### config.mk
export PLATFORM = sky130hd
export DESIGN_NAME = wfp_mac
export DESIGN_NICKNAME = d
export VERILOG_FILES = /design/src/design/wfp_pkg.sv /design/src/design/wfp_mac.sv
export SDC_FILE = /design/constraint.sdc
export NUM_CORES = 2
export LEC_CHECK = 0
export BUFFER_PORTS_ARGS = -buffer_cell sky130_fd_sc_hd__buf_2
export CORE_MARGIN = 4
export CORE_UTILIZATION = 60
export CTS_CLUSTER_DIAMETER = 80
export DETAILED_ROUTE_END_ITERATION = 7
export GPL_TIMING_DRIVEN = 1
export PLACE_DENSITY = 0.81
export SETUP_SLACK_MARGIN = 0.4
export SLEW_MARGIN = 30
export SYNTH_ARGS = -nofsm -noshare
export SYNTH_HDL_FRONTEND = slang
export SYNTH_SLANG_ARGS = --single-unit
export TNS_END_PERCENT = 5
### constraint.sdc
create_clock -name clk_i -period 12 [get_ports clk_i]
set_input_delay 1.8 -clock clk_i [delete_from_list [all_inputs] [get_ports clk_i]]
set_output_delay 1.8 -clock clk_i [all_outputs]
set_load 0.1 [all_outputs]
### src/design/wfp_pkg.sv
package wfp_pkg;

  // default sizes
  localparam int WindowDepthDef = 64;
  localparam int CordicStepsDef = 14;

  // field and datapath widths
  localparam int RangeW     = 16;
  localparam int GainW      = 32;
  localparam int WinLenW    = 7;
  localparam int ErrW       = 18;
  localparam int DerivW     = ErrW + 1;
  localparam int OpW        = 33;
  localparam int ProdW      = 2 * OpW;
  localparam int AccW       = 64;
  localparam int CordW      = 50;
  localparam int AngW       = 33;
  localparam int TrigW      = 32;
  localparam int CordicCntW = 5;
  localparam int DivW       = 36;
  localparam int QW         = 16;

  // 2048000 = 125 << 14: drop 14 bits, then divide by 125 as a multiply by
  // ceil(2^29 / 125), exact for every dividend below 2^22
  localparam int PidShift   = 14;
  localparam int NumW       = DivW - PidShift;
  localparam int RecipShift = 29;

  // fixed-point constants, Q1.30
  localparam logic signed [OpW-1:0]   Cos45Op    = 33'sd759250125;
  localparam logic signed [CordW-1:0] InvGainQ30 = 50'sd652032874;
  localparam logic signed [TrigW-1:0] OneQ30     = 32'sd1073741824;
  localparam logic signed [AccW-1:0]  HalfQ30    = 64'sd536870912;

  // pid output scaling: q = round(S / 2048000)
  localparam logic [AccW-1:0]       PidHalf   = 64'd1024000;
  localparam logic [AccW-1:0]       SatThresh = 64'd67108864000;
  localparam logic signed [OpW-1:0] RecipOp   = 33'sd4294968;
  localparam logic [QW-1:0]         QSat      = 16'h8000;

  localparam logic signed [AccW-1:0] ErrMax = 64'sd131071;
  localparam logic signed [AccW-1:0] ErrMin = -64'sd131072;

  // speed bands
  localparam logic [QW-1:0]     BandSmall = 16'd1429;
  localparam logic [QW-1:0]     BandMid   = 16'd2859;
  localparam logic [RangeW-1:0] SpeedMid  = 16'd1000;
  localparam logic [RangeW-1:0] SpeedSlow = 16'd500;

  // register reset values
  localparam logic [RangeW-1:0]  TargetRst = 16'd1500;
  localparam logic [RangeW-1:0]  LookRst   = 16'd1000;
  localparam logic [WinLenW-1:0] WinLenRst = 7'd50;

  typedef enum logic [2:0] {
    RegKp      = 3'd0,
    RegKi      = 3'd1,
    RegKd      = 3'd2,
    RegCruise  = 3'd3,
    RegTarget  = 3'd4,
    RegLook    = 3'd5,
    RegWinLen  = 3'd6
  } cfg_reg_e;

  typedef struct packed {
    logic acc_en;
    logic acc_clr;
  } mac_ctrl_t;

  function automatic logic signed [AngW-1:0] atan_q30(input logic [CordicCntW-1:0] idx);
    logic signed [AngW-1:0] r;
    case (idx)
      5'd0:    r = 33'sd843314857;
      5'd1:    r = 33'sd497837829;
      5'd2:    r = 33'sd263043837;
      5'd3:    r = 33'sd133525159;
      5'd4:    r = 33'sd67021687;
      5'd5:    r = 33'sd33543516;
      5'd6:    r = 33'sd16775851;
      5'd7:    r = 33'sd8388437;
      5'd8:    r = 33'sd4194283;
      5'd9:    r = 33'sd2097149;
      5'd10:   r = 33'sd1048576;
      5'd11:   r = 33'sd524288;
      5'd12:   r = 33'sd262144;
      5'd13:   r = 33'sd131072;
      5'd14:   r = 33'sd65536;
      5'd15:   r = 33'sd32768;
      5'd16:   r = 33'sd16384;
      5'd17:   r = 33'sd8192;
      5'd18:   r = 33'sd4096;
      5'd19:   r = 33'sd2048;
      default: r = '0;
    endcase
    return r;
  endfunction

endpackage

### src/design/wfp_mac.sv
module wfp_mac
  import wfp_pkg::*;
(
  input  logic                   clk_i,
  input  mac_ctrl_t              ctrl_i,
  input  logic signed [OpW-1:0]  op_a_i,
  input  logic signed [OpW-1:0]  op_b_i,
  output logic signed [ProdW-1:0] prod_o,
  output logic signed [AccW-1:0] acc_o
);
  logic signed [ProdW-1:0] prod_q;
  logic signed [AccW-1:0]  acc_q;
  logic signed [AccW-1:0]  acc_base;

  assign acc_base = ctrl_i.acc_clr ? '0 : acc_q;

  // product registered before it reaches the accumulator
  always_ff @(posedge clk_i) begin
    prod_q <= op_a_i * op_b_i;
    if (ctrl_i.acc_en) acc_q <= acc_base + AccW'(prod_q);
  end

  assign prod_o = prod_q;
  assign acc_o  = acc_q;

endmodule

==> impl.org <==
** Status
- The flow ran to the end, and the final reports show no timing, DRC or antenna violations.

** Yosys
- Number of warning messages in the yosys log :: 0
- After synthesis the netlist holds a flip-flop and latch count of 130.
- In this run, synthesis inferred 64 flip-flops with an integrated enable.
- Summing the sequential cell areas from Yosys gives 7.06% of the chip area.
- The cell area that synthesis handed to floorplanning was 0.0460 mm^2.
- Number of distinct standard cells referenced by the synthesized netlist :: 75
- A synthesized cell averages 9.39 um^2.
- Counting every net in the synthesized netlist gives 6,392.
- In the synthesized netlist the async set-or-reset flop fraction comes to 0%.
- Synth Instances :: 4,897
- Predominant post-synthesis flop cell :: sky130_fd_sc_hd__dfxtp_1

** Clocking
- The H-tree was split into 4 levels.
- Post-CTS Setup Repair Bufs :: 0
- CTS placed an instance of sky130_fd_sc_hd__clkbuf_16 at the clock tree root.
- Clock tree from TritonCTS :: built
- Post-CTS repair changed the size of 0 cells.
- The clock reaches the later pin of the worst-skew pair after 0.44 ns.
- Hold buffers post-CTS :: 0
- After clock tree synthesis, the clock-pin slew on the worst setup and hold paths is 0.06 ns.
- Total clock buffers created by CTS :: 17
- Bufs on Longest Clock Path :: 2
- Clock tree synthesis found a total of 130 sinks.

** STA
- Setup violations remaining at the end of the flow were counted as 0.
- The clock arrives with 0.0146 ns of skew.
- Slew Limit Headroom :: 34.8%
- Pins Over Slew Limit :: 0
- Hold Fails Final Rpt :: 0
- Final min period :: 9.86 ns
- After layout, the worst path uses 82.2% of the clock period.
- At the pin with the least slew margin, the transition time is 0.978 ns.
- Final total negative setup slack :: 0 ns
- Unrepaired setup endpoints after global routing :: no
- Timing would allow up to 101 MHz.

** Floorplan
- For this configuration, the core starts out at a cell density of 60.5%.
- Number of I/O pins :: 199
- Die span in x :: 285 um
- Chip Height :: 285 um
- The die covers 0.0811 mm^2.
- The floorplan step defined a core boundary enclosing 0.0759 mm^2.
- The floorplan has 101 rows.

** GRT
- Remaining Overflow, GRT :: 0
- Entering global routing, the biggest net connects 65 pins.
- The number of antenna violations at the first check in global routing came to 2.
- The via count of the first global-routing pass was 38,600.
- Wire length of the first global-routing pass :: 205,000 um
- In the global route stage, overall resource usage came out at 32.4%.

** Worst setup path
- Reg-to-reg slack, setup :: 7.85 ns
- The worst setup path is launched from an input port.
- In this run the worst path has a maximum fanout of 33.
- Measured in cells, the most critical reg-to-reg path has a length of 14.
- Reg2Reg Launch Point :: acc_o[0]$_DFFE_PP_
- Critical path required time :: 12.31 ns
- Terminus of the critical flop-to-flop path :: acc_o[62]$_DFFE_PP_
- Data arrival at the endpoint of the critical path :: 10.17 ns
- The critical path is of the in2reg type.
- STA classifies the critical path endpoint as a flop.

** Final layout
- Most common cell after layout, fill and taps aside :: sky130_fd_sc_hd__fa_1
- In the layout the commonest cells are sky130_fd_sc_hd__fa_1 (1,146), sky130_fd_sc_hd__inv_1 (1,137), sky130_fd_sc_hd__nand2_1 (590), sky130_fd_sc_hd__and2_1 (552), sky130_fd_sc_hd__ha_1 (280).
- Finished Core Util :: 63.4%
- From synthesis to final layout, the design area changed by 4.79%.
- Non-filler instance count after layout :: 5,954
- Of the cells placed in the final design, the portion with a size suffix greater than 1 is 5.77%.
- Number of fillers in the final layout :: 6,066
- Area of combinational cells with multiple inputs :: 0.0375 mm^2
- Summing all flip-flop and latch instances after layout gives 0.00324 mm^2.
- Net count of the finished layout :: 6,404

** Min path
- In this run the worst hold path is classified as reg2reg.
- Hold path cells :: 1
- The startpoint identified for the worst hold timing path is prod_o[0]$_DFF_P_.
- WHS Endpoint :: acc_o[0]$_DFFE_PP_

** Drt
- For this block, the routed nets add up to 125,000 um of wire.
- After the first detailed-routing iteration, the DRC count stood at 2,565.
- Detailed routing inserted a total of 34,100 vias.
- Detailed-route DRC error count :: 0
- Antenna viol nets, final :: 0
- After detailed routing, the average wire length per cell comes to 21.0 um.
- Dividing the detail-routed via count by the number of cells gives 5.73.
- The first detailed-routing pass ran for 8 iterations.

** Place
- Number of instances in the placed design :: 5,920
- Routability cong. :: 0.944
- Once detailed placement completed, the half-perimeter wirelength came to 98,000 um.
- Input and output buffers added on the ports amount to 198.

** Run
- The tool flagged a number of max-cap violations equal to 0.
critical path: stages:
cell and delay, ns:
sky130_fd_sc_hd__buf_2 0.68, sky130_fd_sc_hd__and2_1 0.26, sky130_fd_sc_hd__fa_1 0.42, sky130_fd_sc_hd__inv_1 0.24
sky130_fd_sc_hd__fa_1 0.47, sky130_fd_sc_hd__inv_1 0.22, sky130_fd_sc_hd__fa_1 0.51, sky130_fd_sc_hd__inv_1 0.10
sky130_fd_sc_hd__fa_1 0.49, sky130_fd_sc_hd__inv_1 0.59, sky130_fd_sc_hd__fa_1 0.56, sky130_fd_sc_hd__fa_1 0.50
sky130_fd_sc_hd__fa_1 0.49, sky130_fd_sc_hd__inv_1 0.05, sky130_fd_sc_hd__fa_1 0.49, sky130_fd_sc_hd__inv_1 0.05
sky130_fd_sc_hd__ha_1 0.35, sky130_fd_sc_hd__a21o_1 0.20, sky130_fd_sc_hd__a21o_1 0.16, sky130_fd_sc_hd__a21oi_1 0.33
sky130_fd_sc_hd__o21ai_0 0.18, sky130_fd_sc_hd__a21o_1 0.20, sky130_fd_sc_hd__a21oi_1 0.20, sky130_fd_sc_hd__o21ai_0 0.11
sky130_fd_sc_hd__or3_1 0.32, sky130_fd_sc_hd__xnor2_1 0.13
stage by stage:
| step | worst slack, ns | instance area, um^2 | hold slack [ns] |
|---|---|---|---|
| final | 2.14 | 48200 | 0.628 |
| after global routing | 1.69 | 48200 | 0.649 |
| after CTS | 2.25 | 48200 | 0.629 |
| after detailed placement | 1.81 | 47600 | 0.630 |
| after global placement | 1.98 | 47600 | 0.616 |
| after floorplan | 2.49 | 46000 | 1.18 |
layer usage:
metal	vias to the layer above	track usage, %	share of wire, %
met4	0	22.9	9.0
met1	17300	37.1	34
met2	1775	55.5	49
li1	14400	-	-
met5	-	0	0
met3	614	5.59	8.1
cells in the mapped netlist (all sizes together) (5+ instances only):
master | instances | area (um^2)
a211oi | 17 | 133
a21o | 58 | 435
a21oi | 134 | 674
a311oi | 6 | 58.8
a31oi | 11 | 90.1
and2 | 552 | 3450
and3 | 21 | 131
buf | 7 | 40.0
clkbuf | 229 | 865
dfxtp | 66 | 1320
edfxtp | 64 | 1920
fa | 1146 | 22900
ha | 280 | 3500
inv | 1137 | 4270
nand2 | 590 | 2210
nand2b | 17 | 106
nand3 | 23 | 115
nand4 | 18 | 113
nor2 | 80 | 300
nor2b | 81 | 507
nor3 | 23 | 115
o211ai | 9 | 67.6
o21a | 15 | 113
o21ai | 78 | 394
o21bai | 23 | 173
o31ai | 9 | 81.3
o41ai | 5 | 51.3
or3 | 7 | 43.8
xnor2 | 84 | 736
xor2 | 50 | 438
layout make-up:
class                           count  share of cell area [%]
Antenna cell                        2                  0.0104
Clock buffer                       17                   0.883
Clock inverter                     15                   0.335
Inverter                         1137                    8.86
Multi-Input combinational cell   3394                    78.0
Sequential cell                   130                    6.73
Tap cell                         1030                    2.68
Timing Repair Buffer              229                    2.54
flip-flops by register name (all words and copies together) (netlist names):
signal / flops
prod_o: 66
acc_o: 64
worst max path at each step:
stage | from | end | slack (ns) | cells after the start
after floorplan | op_a_i[32] | prod_o[65]$_DFF_P_ | 2.49 | 25
after global placement | op_a_i[32] | prod_o[65]$_DFF_P_ | 1.98 | 26
after detailed placement | op_b_i[8] | prod_o[65]$_DFF_P_ | 1.81 | 26
after CTS | op_b_i[8] | prod_o[65]$_DFF_P_ | 2.25 | 26
after global routing | op_a_i[32] | prod_o[65]$_DFF_P_ | 1.69 | 26
final | op_b_i[8] | prod_o[65]$_DFF_P_ | 2.14 | 26
logic make-up after synthesis:
logic type      synth area share (%)
compound gates                  5.87
simple gates                    15.7
fa+ha+maj                       57.5
flops                           7.06
xor+xnor                        2.55
buf+inv                         11.3
Power is left out: the tool's default activity adds up to more than one toggle a clock period on the data nets, which glitch-free logic cannot reach.
