### config.mk
export PLATFORM = sky130hd
export DESIGN_NAME = wfp_ram
export DESIGN_NICKNAME = d
export VERILOG_FILES = /design/src/design/wfp_ram.sv
export SDC_FILE = /design/constraint.sdc
export NUM_CORES = 1
export LEC_CHECK = 0
export ABC_CLOCK_PERIOD_IN_PS = 7700
export BUFFER_PORTS_ARGS = -buffer_cell sky130_fd_sc_hd__buf_4
export CAP_MARGIN = 20
export CORE_MARGIN = 2
export CORE_UTILIZATION = 40
export DETAILED_ROUTE_END_ITERATION = 7
export SLEW_MARGIN = 0
export SYNTH_ARGS = -nofsm -noshare
export SYNTH_HDL_FRONTEND = slang
export SYNTH_SLANG_ARGS = --single-unit
### constraint.sdc
create_clock -name clk_i -period 7.7 [get_ports clk_i]
set_input_delay 1.155 -clock clk_i [delete_from_list [all_inputs] [get_ports clk_i]]
set_output_delay 1.155 -clock clk_i [all_outputs]
set_load 0.1 [all_outputs]
### src/design/wfp_ram.sv
module wfp_ram #(
  parameter int Width = 18,
  parameter int Depth = 64,
  parameter int AddrW = (Depth > 1) ? $clog2(Depth) : 1
) (
  input  logic                 clk_i,
  input  logic                 we_i,
  input  logic [AddrW-1:0]     waddr_i,
  input  logic [Width-1:0]     wdata_i,
  input  logic                 re_i,
  input  logic [AddrW-1:0]     raddr_i,
  output logic [Width-1:0]     rdata_o
);
  logic [Width-1:0] mem_q [Depth];
  logic [Width-1:0] rdata_q;

  always_ff @(posedge clk_i) begin
    if (we_i) mem_q[waddr_i] <= wdata_i;
    if (re_i) rdata_q <= mem_q[raddr_i];
  end

  assign rdata_o = rdata_q;

endmodule

==> impl_results.md, run 1 <==
* Outcome: finished clean
* First-pass GRT wire length at between 150000 and 200000 um
* Worst ir drop on vdd at 0.195 mV
* Predominant post-synthesis flop cell: edfxtp_1
* Synth top area share at around 78%
* Post-CTS Setup Bufs at 0
* Final Max Tran Viols at 0
* Fmax at 263 MHz
* Post-synth EDFFs at approximately 1200
* Wire length per cell at around 30 um
* CTS sink count at roughly 1200
* Most Crowded Layer GR: met2
* Placed cells at 3462
* Worst path top cell family by delay: buffers and inverters
* Critical Path RT at about 8000 ps
* Placement Setup Slack at 3250 ps
* CP Max Fanout at roughly 120
* Synth area leaders: edfxtp_1 78%, mux4_2 15%, mux2i_1 1.3%
* GR Layer Usage met2 at about 30%
* Clock buffer depth at 3
* Vias in the first global route at ~22000
* Rel. slew slack at between 20% and 30%
* Syn Nets at 1990
* Placed inst area at 0.0472 sq mm
* CP max-delay cell: buf_12
* Register cell area after layout at ~0.035 sq mm
* #FFs+latches synth at 1170
* P per Cell Area at 261 mW/mm^2
* Post-CTS resize count at 0
* Area Overhead vs Synth at 13.7%
* DR vias at roughly 21000
* Library cells used by synthesis at 33
* Most frequent cells after synthesis: 1170 x edfxtp_1, 300 x mux4_2, 90 x nor2_1, 60 x mux2i_1, 41 x clkbuf_1
* Routing usage on met3 at under 10%
* Gr ovfl total at 0
* # fillers at about 9200
* Synthesized area per cell at ~23 sq um
* Die Wd at about 340 um
* Post-synth ARST share at 0%
* Worst hold path class: in -> reg
* CTS Root Cell: clkbuf_16
* Final instance area at 0.0509 sq mm
* Core area at around 0.11 sq mm
* Die Area at ~0.11 sq mm
* Largest area contributor in the netlist: edfxtp_1
* Fin Clk Skew at between 30 and 40 ps
* Warnings, synthesis at 0
* Period utilization at 49.3%
* Post-Layout Cell Count at about 3700
* Final core area utilization at ~46%
* Global Route met1 Usage at 27.4%
* Post-synthesis sequential area ratio at between 70% and 80%
* Vias per cell at roughly 5.7
* GRT Util Overall at between 10% and 20%
* Final #Nets at ~2100
* # hold bufs at CTS at 0
* Worst-Margin Slew at approximately 1100 ps
* Most frequent cell after synthesis: edfxtp_1
* Row cnt at 122
* Mapped cell area at 0.0448 sq mm
* Worst setup margin at about 3900 ps
* RSZ-0062 raised after global routing: false
* Tot Pwr at about 13 mW
* Reg clk slew, reported paths at ~60 ps
* Chip height at approximately 340 um
* Final worst path period need at between 3000 and 4000 ps
* Drt initial violations at 2500
* Leakage at between 15 and 20 nW
* DRC at 0
* Bufs and invs on worst path at 2
* Initial antenna violation count at 4
* CP arrival at approximately 4200 ps
* Initial Util at between 40% and 50%
* Critical path class: in -> reg
* TritonCTS buffer count at ~110
* Clk_lat worst skew at ~700 ps
* Crit path cell chain: buf_8 > buf_12 > mux4_2 > mux2i_1 > a21oi_1 > o211ai_1 > o21ai_1
* Crit-path max cell delay at 750 ps
* Sum Neg Setup Slack at 0 ps
* WHS at roughly 900 ps
* Final setup viols at 0
* R2r setup slk at ~5300 ps
* Pre-antenna DRT Iters at 5
* Final GP Congestion at 0.798
* Crit path launch type: input port
* Port Buf Inserts at 50
* Largest net degree at the start of global routing at approximately 130
* Antenna-violating nets left at 0
* H-tree depth at 3
* Multi-input gate area at about 0.009 sq mm
* Number of placed I/O pins at 51
* Mapped Cells at a little under 2000
* Layout cells sized above 1 at between 30% and 40%
* Final HPWL DP at around 61000 um
* Kind of end point of the critical path: register
* Final wirelength at between 100000 and 150000 um
* Final hold violations at 0
* Max-Cap Viols at 0
* TritonCTS clock tree: done
## layout by cell type, fill, tap and decap left out, types with 6 or more instances in the layout
cell type and count:
edfxtp_1 1170, buf_4 118, nor2_1 31, nand3_1 9
a21oi_1 30, nand2_1 22, nor3_1 11, nor2_2 55
o21ai_0 35, clkinv_2 29, clkbuf_16 116, mux2i_1 60
a211oi_1 17, o22ai_1 26, bufinv_16 14, or3_1 12
mux2_2 12, mux4_2 300, nor2b_1 6, o21ai_1 21
clkinv_1 24, clkbuf_1 20
## where the power goes
group	internal [mW]	total, mW	switching [mW]	leakage (nW)
combinational	0.230	0.693	0.463	3.41
sequential	7.06	7.09	0.0245	10.5
clock	3.21	5.54	2.32	1.83
total	10.5	13.3	2.81	15.8
## layout make-up
type	count	share of cell area (%)
diodes	2	0.00983
clock inverters	75	1.43
clock buffers	136	5.85
flip-flops and latches	1170	69.0
multi-input cells	680	18.1
well taps	1488	3.66
repair buffers	124	1.94
## logic make-up (layout without fill, tap and decap cells)
kind of cell / Yosys count / count (layout) / share of synthesized area, %
compound gates: 140 / 140 / 1.80
buf+inv: 107 / 335 / 1.37
flops: 1170 / 1170 / 78.4
mux: 372 / 372 / 16.7
other cells: 0 / 2 / 0
simple gates: 168 / 168 / 1.69
## metal layers
layer / share of wire (%) / wire [um] / vias up
li1: - / - / 8570
met1: 42 / 46200 / 11400
met2: 48 / 52100 / 849
met3: 7.5 / 8160 / 146
met4: 2.1 / 2340 / 4
met5: 0.026 / 28 / -
## flip-flops by register name, summed over array words and instances (netlist names)
signal   cells
mem_q     1152
rdata_o     18
## worst paths after layout
| kind | from | endpoint | cells after the start |
|---|---|---|---|
| setup / recovery | raddr_i[1] | rdata_o[16] | 7 |
| hold / removal | waddr_i[2] | mem_q[49][6] | 2 |
| setup reg to reg | mem_q[8][10] | rdata_o[10] | 5 |
| hold reg to reg | mem_q[21][0] | rdata_o[0] | 5 |
## worst reg2reg max path, cell delays in order (launching register included)
cell,delay [ps]
edfxtp_1,380
mux4_2,490
mux2i_1,260
a211oi_1,270
o21ai_1,590
o21ai_1,170
No activity file was read; power rests on OpenSTA's default activity.
==> run 2, diff against run 1 <==
--- a/config.mk
+++ b/config.mk
@@ -5,7 +5,7 @@
 export SDC_FILE = /design/constraint.sdc
 export NUM_CORES = 1
 export LEC_CHECK = 0
-export ABC_CLOCK_PERIOD_IN_PS = 7700
+export ABC_CLOCK_PERIOD_IN_PS = 3400
 export BUFFER_PORTS_ARGS = -buffer_cell sky130_fd_sc_hd__buf_4
 export CAP_MARGIN = 20
 export CORE_MARGIN = 2
==> constraint.sdc (replaced) <==
create_clock -name clk_i -period 3.4 [get_ports clk_i]
set_input_delay 0.51 -clock clk_i [delete_from_list [all_inputs] [get_ports clk_i]]
set_output_delay 0.51 -clock clk_i [all_outputs]
set_load 0.1 [all_outputs]
==> run 2 against run 1 <==
Against the previous run: global-route usage increased by 0.45 points; via count increased by 1.7%; combinational power increased by 140%; sequential share of layout area decreased by 1.2 points; non-clock buffer count increased by 76; critical path depth increased by 1; flip-flop and latch count unchanged; sequential power increased by 130%; count of clock-buffer cells in the layout decreased by 2; register-to-register slack got worse by 4100 ps; clock skew increased by 5.1 ps; final cell count increased by 2.1%.
==> impl_results.md, run 2 (same netlist as run 1, synthesis figures left out) <==
* Post-Layout Cell Count at 3751 (+2.1%)
* Critical Path RT at 3910 ps (-4180 ps)
* TritonCTS clock tree: done
* CP arrival at 2940 ps (-1240 ps)
* Final worst path period need at 2430 ps
* Period utilization at between 70 and 80%
* Antenna-violating nets left at 0 (unchanged)
* Final GP Congestion at 0.796 (-0.23%)
* Max reg flops at 1152 (unchanged)
* Most common library cell in the layout ignoring fill and taps: edfxtp_1
* Worst ir drop on vdd at 0.484 mV (+150%)
* Most frequent cells in the layout: 1170 x edfxtp_1, 300 x mux4_2, 175 x buf_4
* DRC at 0 (unchanged)
* Wire length per cell at 29.7 um (+0.44%)
* Initial antenna violation count at 4 (unchanged)
* Core area at 0.111 sq mm (unchanged)
* Final hold violations at 0 (unchanged)
* Post-CTS resize count at 0 (unchanged)
* Die Wd at 339 um (unchanged)
* # fillers at 9162 (-0.50%)
* Area Overhead vs Synth at 15.6%
* Die Area at 0.115 sq mm (unchanged)
* Register cell area after layout at 0.0351 sq mm (unchanged)
* Pre-antenna DRT Iters at 5 (unchanged)
* Rel. slew slack at 34.4% (+4.6 points)
* Post-CTS Setup Bufs at 0 (unchanged)
* Worst hold path class: in -> reg
* Chip height at 339 um (unchanged)
* Multi-input gate area at 0.00921 sq mm (-0.27%)
* Layout cells sized above 1 at 32.8% (+2.2 points)
* Kind of end point of the critical path: register
* Port Buf Inserts at 50 (unchanged)
* Gr ovfl total at 0 (unchanged)
* Final Max Tran Viols at 0 (unchanged)
* First-pass GRT wire length at 160000 um (+1.2%)
* P per Cell Area at 590 mW/mm^2 (+130%)
* CTS sink count at 1170 (unchanged)
* Tot Pwr at 30.6 mW (+130%)
* Vias per cell at 5.69 (-0.38%)
* # hold bufs at CTS at 0 (unchanged)
* CP Max Fanout at 32 (-74%)
* CTS Root Cell: clkbuf_16
* Top reg by flops: mem_q
* Vias in the first global route at 21900 (+1.5%)
* GRT Util Overall at 19.4% (+0.45 points)
* Fmax at roughly 410 MHz
* TritonCTS buffer count at 114 (+1.8%)
* Sum Neg Setup Slack at 0 ps (unchanged)
* Critical path class: in -> reg
* Leakage at 16.2 nW (+2.9%)
* Initial Util at 40.4% (unchanged)
* RSZ-0062 raised after global routing: false
* H-tree depth at 3 (unchanged)
* Max-Cap Viols at 0 (unchanged)
* Clk_lat worst skew at 700 ps (about the same)
* Final setup viols at 0 (unchanged)
* Clock buffer depth at 3 (unchanged)
* Crit path launch type: input port
* Final HPWL DP at 65100 um (+7.4%)
* DR vias at 21300 (+1.7%)
* Reg clk slew, reported paths at 60 ps (about the same)
* Largest net degree at the start of global routing at 65 (-48%)
* Fin Clk Skew at 41.0 ps (+5.08 ps)
* Drt initial violations at 2467 (-1.3%)
* Final #Nets at 2199 (+3.7%)
* Final wirelength at 112000 um (+2.5%)
* Placed cells at 3537 (+2.2%)
* Outcome: finished clean
* Number of placed I/O pins at 51 (unchanged)
* Worst-Margin Slew at 978 ps (-74.3 ps)
* Row cnt at 122 (unchanged)
run 2: cell count changes in the layout (fill, tap and decap cells not counted), sizes merged:
| cell | before | now |
|---|---|---|
| buf | 124 | 199 |
| clkinv | 58 | 48 |
| clkinvlp | 2 | 8 |
| inv | 1 | 5 |
| bufinv | 14 | 17 |
| clkbuf | 136 | 135 |
| diode | 2 | 1 |
run 2: critical path: stages:
cell,delay (ps)
buf_4,300
buf_12,270
buf_4,310
mux4_2,260
o22ai_1,100
a211oi_1,610
nand2_1,330
o21ai_0,180
run 2: power by group:
part / leakage (nW) / internal [mW] / switching [mW]
clock network: 1.84 / 7.50 / 5.33
registers: 10.5 / 16.0 / 0.0590
logic: 3.85 / 0.597 / 1.09
run 2: path summary, 6_finish.rpt:
path / from / end / slack, ps / depth (start not counted)
worst max-delay path: raddr_i[3] / rdata_o[15] / 970 / 8
worst min-delay path: re_i / rdata_o[0] / 320 / 1
worst max register to register: mem_q[11][11] / rdata_o[11] / 1190 / 5
worst min register to register: mem_q[63][3] / rdata_o[3] / 1020 / 4
run 2: metrics by stage:
step | area (sq um) | worst slack [ps] | hold WS (ps) | utilization, %
floorplan | 44800 | 688 | 609 | -
global placement | 48000 | 266 | 1010 | 43.3
detailed placement | 48000 | 291 | 1010 | 43.3
CTS | 51800 | 1020 | 268 | 46.7
global route | 51800 | 924 | 282 | 46.7
finish | 51800 | 973 | 320 | 46.8
run 2: area by class of cell:
cell class,count,area share [%]
clock inverter,78,1.68
antenna,1,0.00483
timing repair buffer,200,3.44
sequential,1170,67.8
tap,1488,3.59
clock buffer,134,5.69
multi-input combinational,680,17.8
run 2: per-layer routing:
metal	vias up	wire (um)	global-route usage [%]
li1	8730	-	-
met1	11600	46100	27.0
met2	870	53700	31.2
met3	161	9000	3.90
met4	2	2800	5.74
met5	-	10	0
